==> src/rtl/core/ptht_ram.sv <==
// Generic single-clock RAM: one write port, one read port, registered read data.
`timescale 1ns / 1ps
`default_nettype none

module ptht_ram #(
  parameter int unsigned WIDTH = 8,
  parameter int unsigned DEPTH = 16
) (
  input  logic                     clk,
  input  logic                     we,
  input  logic [$clog2(DEPTH)-1:0] waddr,
  input  logic [WIDTH-1:0]         wdata,
  input  logic [$clog2(DEPTH)-1:0] raddr,
  output logic [WIDTH-1:0]         rdata
);

  logic [WIDTH-1:0] mem [DEPTH];

  // Write port
  always_ff @(posedge clk) begin
    if (we) begin
      mem[waddr] <= wdata;
    end
  end

  // Registered read port
  always_ff @(posedge clk) begin
    rdata <= mem[raddr];
  end

endmodule

`default_nettype wire

==> config.mk <==
export PLATFORM = sky130hd
export DESIGN_NAME = ptht_ram
export DESIGN_NICKNAME = d
export VERILOG_FILES = /design/src/rtl/core/ptht_ram.sv
export SDC_FILE = /design/constraint.sdc
export NUM_CORES = 1
export LEC_CHECK = 0
export ABC_CLOCK_PERIOD_IN_PS = 1900
export BUFFER_PORTS_ARGS = -buffer_cell sky130_fd_sc_hd__buf_4
export CORE_UTILIZATION = 40
export DETAILED_ROUTE_END_ITERATION = 8
export HOLD_SLACK_MARGIN = 0.06
export SYNTH_ARGS = -nofsm -noshare
export SYNTH_HDL_FRONTEND = slang
export SYNTH_SLANG_ARGS = --single-unit
==> constraint.sdc <==
create_clock -name clk -period 1.9 [get_ports clk]
set_clock_uncertainty 0.05 [all_clocks]
set_input_delay 0.38 -clock clk [delete_from_list [all_inputs] [get_ports clk]]
set_output_delay 0.38 -clock clk [all_outputs]
set_load 0.02 [all_outputs]
==> key figures <==
STA
  – Worst Tran Pin Value: 0.791 ns
  – Final Slew Violations: 0
  – Final TNS setup: 0 ns
  – Max_slew headroom: 47.1%
  – Maximum clock rate: 708 MHz
  – Final Hold Vio Count: 0
  – RSZ-0062 raised after global routing: false
  – Final hold slack: 0.220 ns
  – Fin crit period: 1.41 ns
  – Setup violations, final: 0
  – Final Cycle Share: 74.3%

Synthesis
  – Main synth FF type: edfxtp_1
  – Syn nets: 247
  – Synthesized area: 5150 um2
  – Ranking of synthesized cells by area: edfxtp_1 (75%), mux4_2 (7.9%), mux4_1 (7.1%), dfxtp_1 (3.1%), a22oi_1 (2.3%)
  – Multiplexer share of the synthesized area: 15.0%
  – Syn_area_per_cell: 22.5 um2
  – Top-count cell post-synth: edfxtp_1
  – Synth Area in Compound Gates: 2.33%
  – Seq cells post-synth: 136
  – Post-Synth XOR/XNOR Area: 0%
  – Synth area leader: edfxtp_1
  – Synth Area in Adders: 0%
  – Synth cell count leaders: edfxtp_1 (128), mux4_2 (18), a22oi_1 (16), mux4_1 (14), nor2_1 (13)
  – Async S/R FF share, synth: 0%
  – Share of Yosys cell area claimed by the top area cell type: 74.7%
  – Syn Inst Count: 229
  – Post-synthesis sequential area ratio: 77.8%
  – Synth Area in Simple Gates: 3.18%
  – EDFF count, synth: 128
  – YS warnings: 0
  – Synth unique cells: 19
  – Largest family of logic cells by synthesized area: multiplexers

Detailed routing
  – DR vias/cell: 5.15
  – DRT antenna net count: 0
  – # DRC: 0
  – Router iterations before antenna repair: 4
  – Per-cell routed wire length: 20.9 um
  – DR iter-0 viols: 244
  – Vias: 2433
  – Drt total wl: 9.87 mm

Floorplan
  – Core area: 12600 um2
  – I/O pin cnt: 26
  – Starting density of the core: 41.0%
  – Die Span X: 115 um
  – Full die area: 13300 um2
  – Overall die height: 115 um
  – Rows: 41

Global route
  – Initial antenna violation count: 0
  – First-pass GRT wire length: 15.1 mm
  – Largest net degree at the start of global routing: 33
  – Total GRT Usage: 16.5%
  – Number of global-route vias before repair: 2531
  – GR Overflow Total: 0

CTS
  – Htree depth: 4
  – Postcts setup bufs: 0
  – CTS Buf Count: 17
  – Root Driver: clkbuf_16
  – CTS tree: built
  – Cts repair resizes: 0
  – Clock Sinks: 136
  – Clock transition at path regs: 0.06 ns
  – CTS Hold Bufs: 0
  – Clock latency on the worst-skew pair: 0.41 ns
  – Clock buffer depth: 2

Pwr
  – Lkg Pwr: 0.00217 uW
  – Pwr Total: 7300 uW
  – PwrDens: 1150 nW/um2
  – Peak VDD IR: 0.000692 V

Cells and area
  – Fillers: 1005
  – Layout Cells excl Fill: 472
  – Reg area: 4000 um2
  – Final nets: 305
  – N_diodes: 0
  – Area Overhead vs Synth: 23.4%
  – Multi-input logic area: 1060 um2
  – Share of cells above drive strength 1: 33.7%

Setup path
  – Required time worst endpoint: 2.14 ns
  – Worst path cell trace: mux4_1, a22oi_1, nand2_1
  – Critical path type: reg -> reg
  – Arrival time worst endpoint: 1.65 ns
  – Critical-path maximum fanout: 1
  – Kind of end point of the critical path: flop
  – Slowest stage delay, CP: 0.50 ns
  – Bufs and invs on worst path: 0
  – Worst Setup Start Kind: flop
  – Slowest library cell on the worst path: mux4_1
  – Top delay family on crit path: multiplexers

Place
  – Cell count after placement: 440
  – DP HPWL: 6.35 mm
  – Port Buffers: 25
  – Placer Congestion: 0.691

Min path
  – Hold crit path type: in -> reg

Run status
  – Status: finished clean

Flow run
  – Max-Cap Viols: 0
[metrics by stage]
stage	area, um2	setup WS, ns	utilization, %
after floorplan	5150	0.204	-
after global placement	5700	0.0843	45.3
after detailed placement	5700	0.0881	45.3
after CTS	6350	0.488	50.5
after global routing	6350	0.440	50.5
final	6350	0.488	50.5
[per-layer routing]
layer / track usage [%] / vias to the layer above / wire (um)
li1: - / 1090 / -
met1: 23.6 / 1260 / 4560
met2: 24.7 / 70 / 4620
met3: 3.56 / 13 / 515
met4: 7.19 / 0 / 166
met5: 0 / - / 0
[final timing paths]
| kind | slack [ns] | cells after the start | end | startpoint |
|---|---|---|---|---|
| max | 0.49 | 3 | rdata[5]$_DFF_P_ | mem[0][5]$_DFFE_PP_ |
| min | 0.22 | 1 | mem[6][1]$_DFFE_PP_ | wdata[1] |
| max reg2reg | 0.49 | 3 | rdata[5]$_DFF_P_ | mem[0][5]$_DFFE_PP_ |
| min reg2reg | 0.62 | 3 | rdata[4]$_DFF_P_ | mem[15][4]$_DFFE_PP_ |
[logic make-up after synthesis]
| logic type | Yosys count |
|---|---|
| muxes | 32 |
| buffers and inverters | 10 |
| DFF | 136 |
| AOI/OAI and AO/OA | 16 |
| and+or+nand+nor | 35 |
[where the power goes]
group,internal [uW],switching [uW]
logic,167,199
registers,3350,18.8
clock network,2330,1230
total,5850,1440
[final cells by class]
cell class	instances	share of cell area [%]
Timing Repair Buffer	49	6.58
Tap cell	172	3.39
Sequential cell	136	63.1
Clock buffer	17	6.70
Multi-Input combinational cell	83	16.7
Clock inverter	15	3.55
[state kept, by name (all words and copies together), names as in the netlist]
| register | cells |
|---|---|
| mem | 128 |
| rdata | 8 |
[cells in the final DEF, fill, tap and decap left out]
cell type,instances
and2_1,1
mux4_1,14
a22oi_1,16
bufinv_16,5
nand3b_1,2
buf_4,45
and2b_1,1
edfxtp_1,128
nand3_1,1
nor2_1,13
clkinvlp_4,4
nor3_2,1
clkbuf_16,17
nand2_1,9
nor3_1,3
inv_6,2
clkinv_2,2
dfxtp_1,8
nor2b_1,1
buf_12,4
or3b_2,1
mux4_2,18
clkinv_4,2
nand2b_1,2
Power figures use the tool's default switching activity.
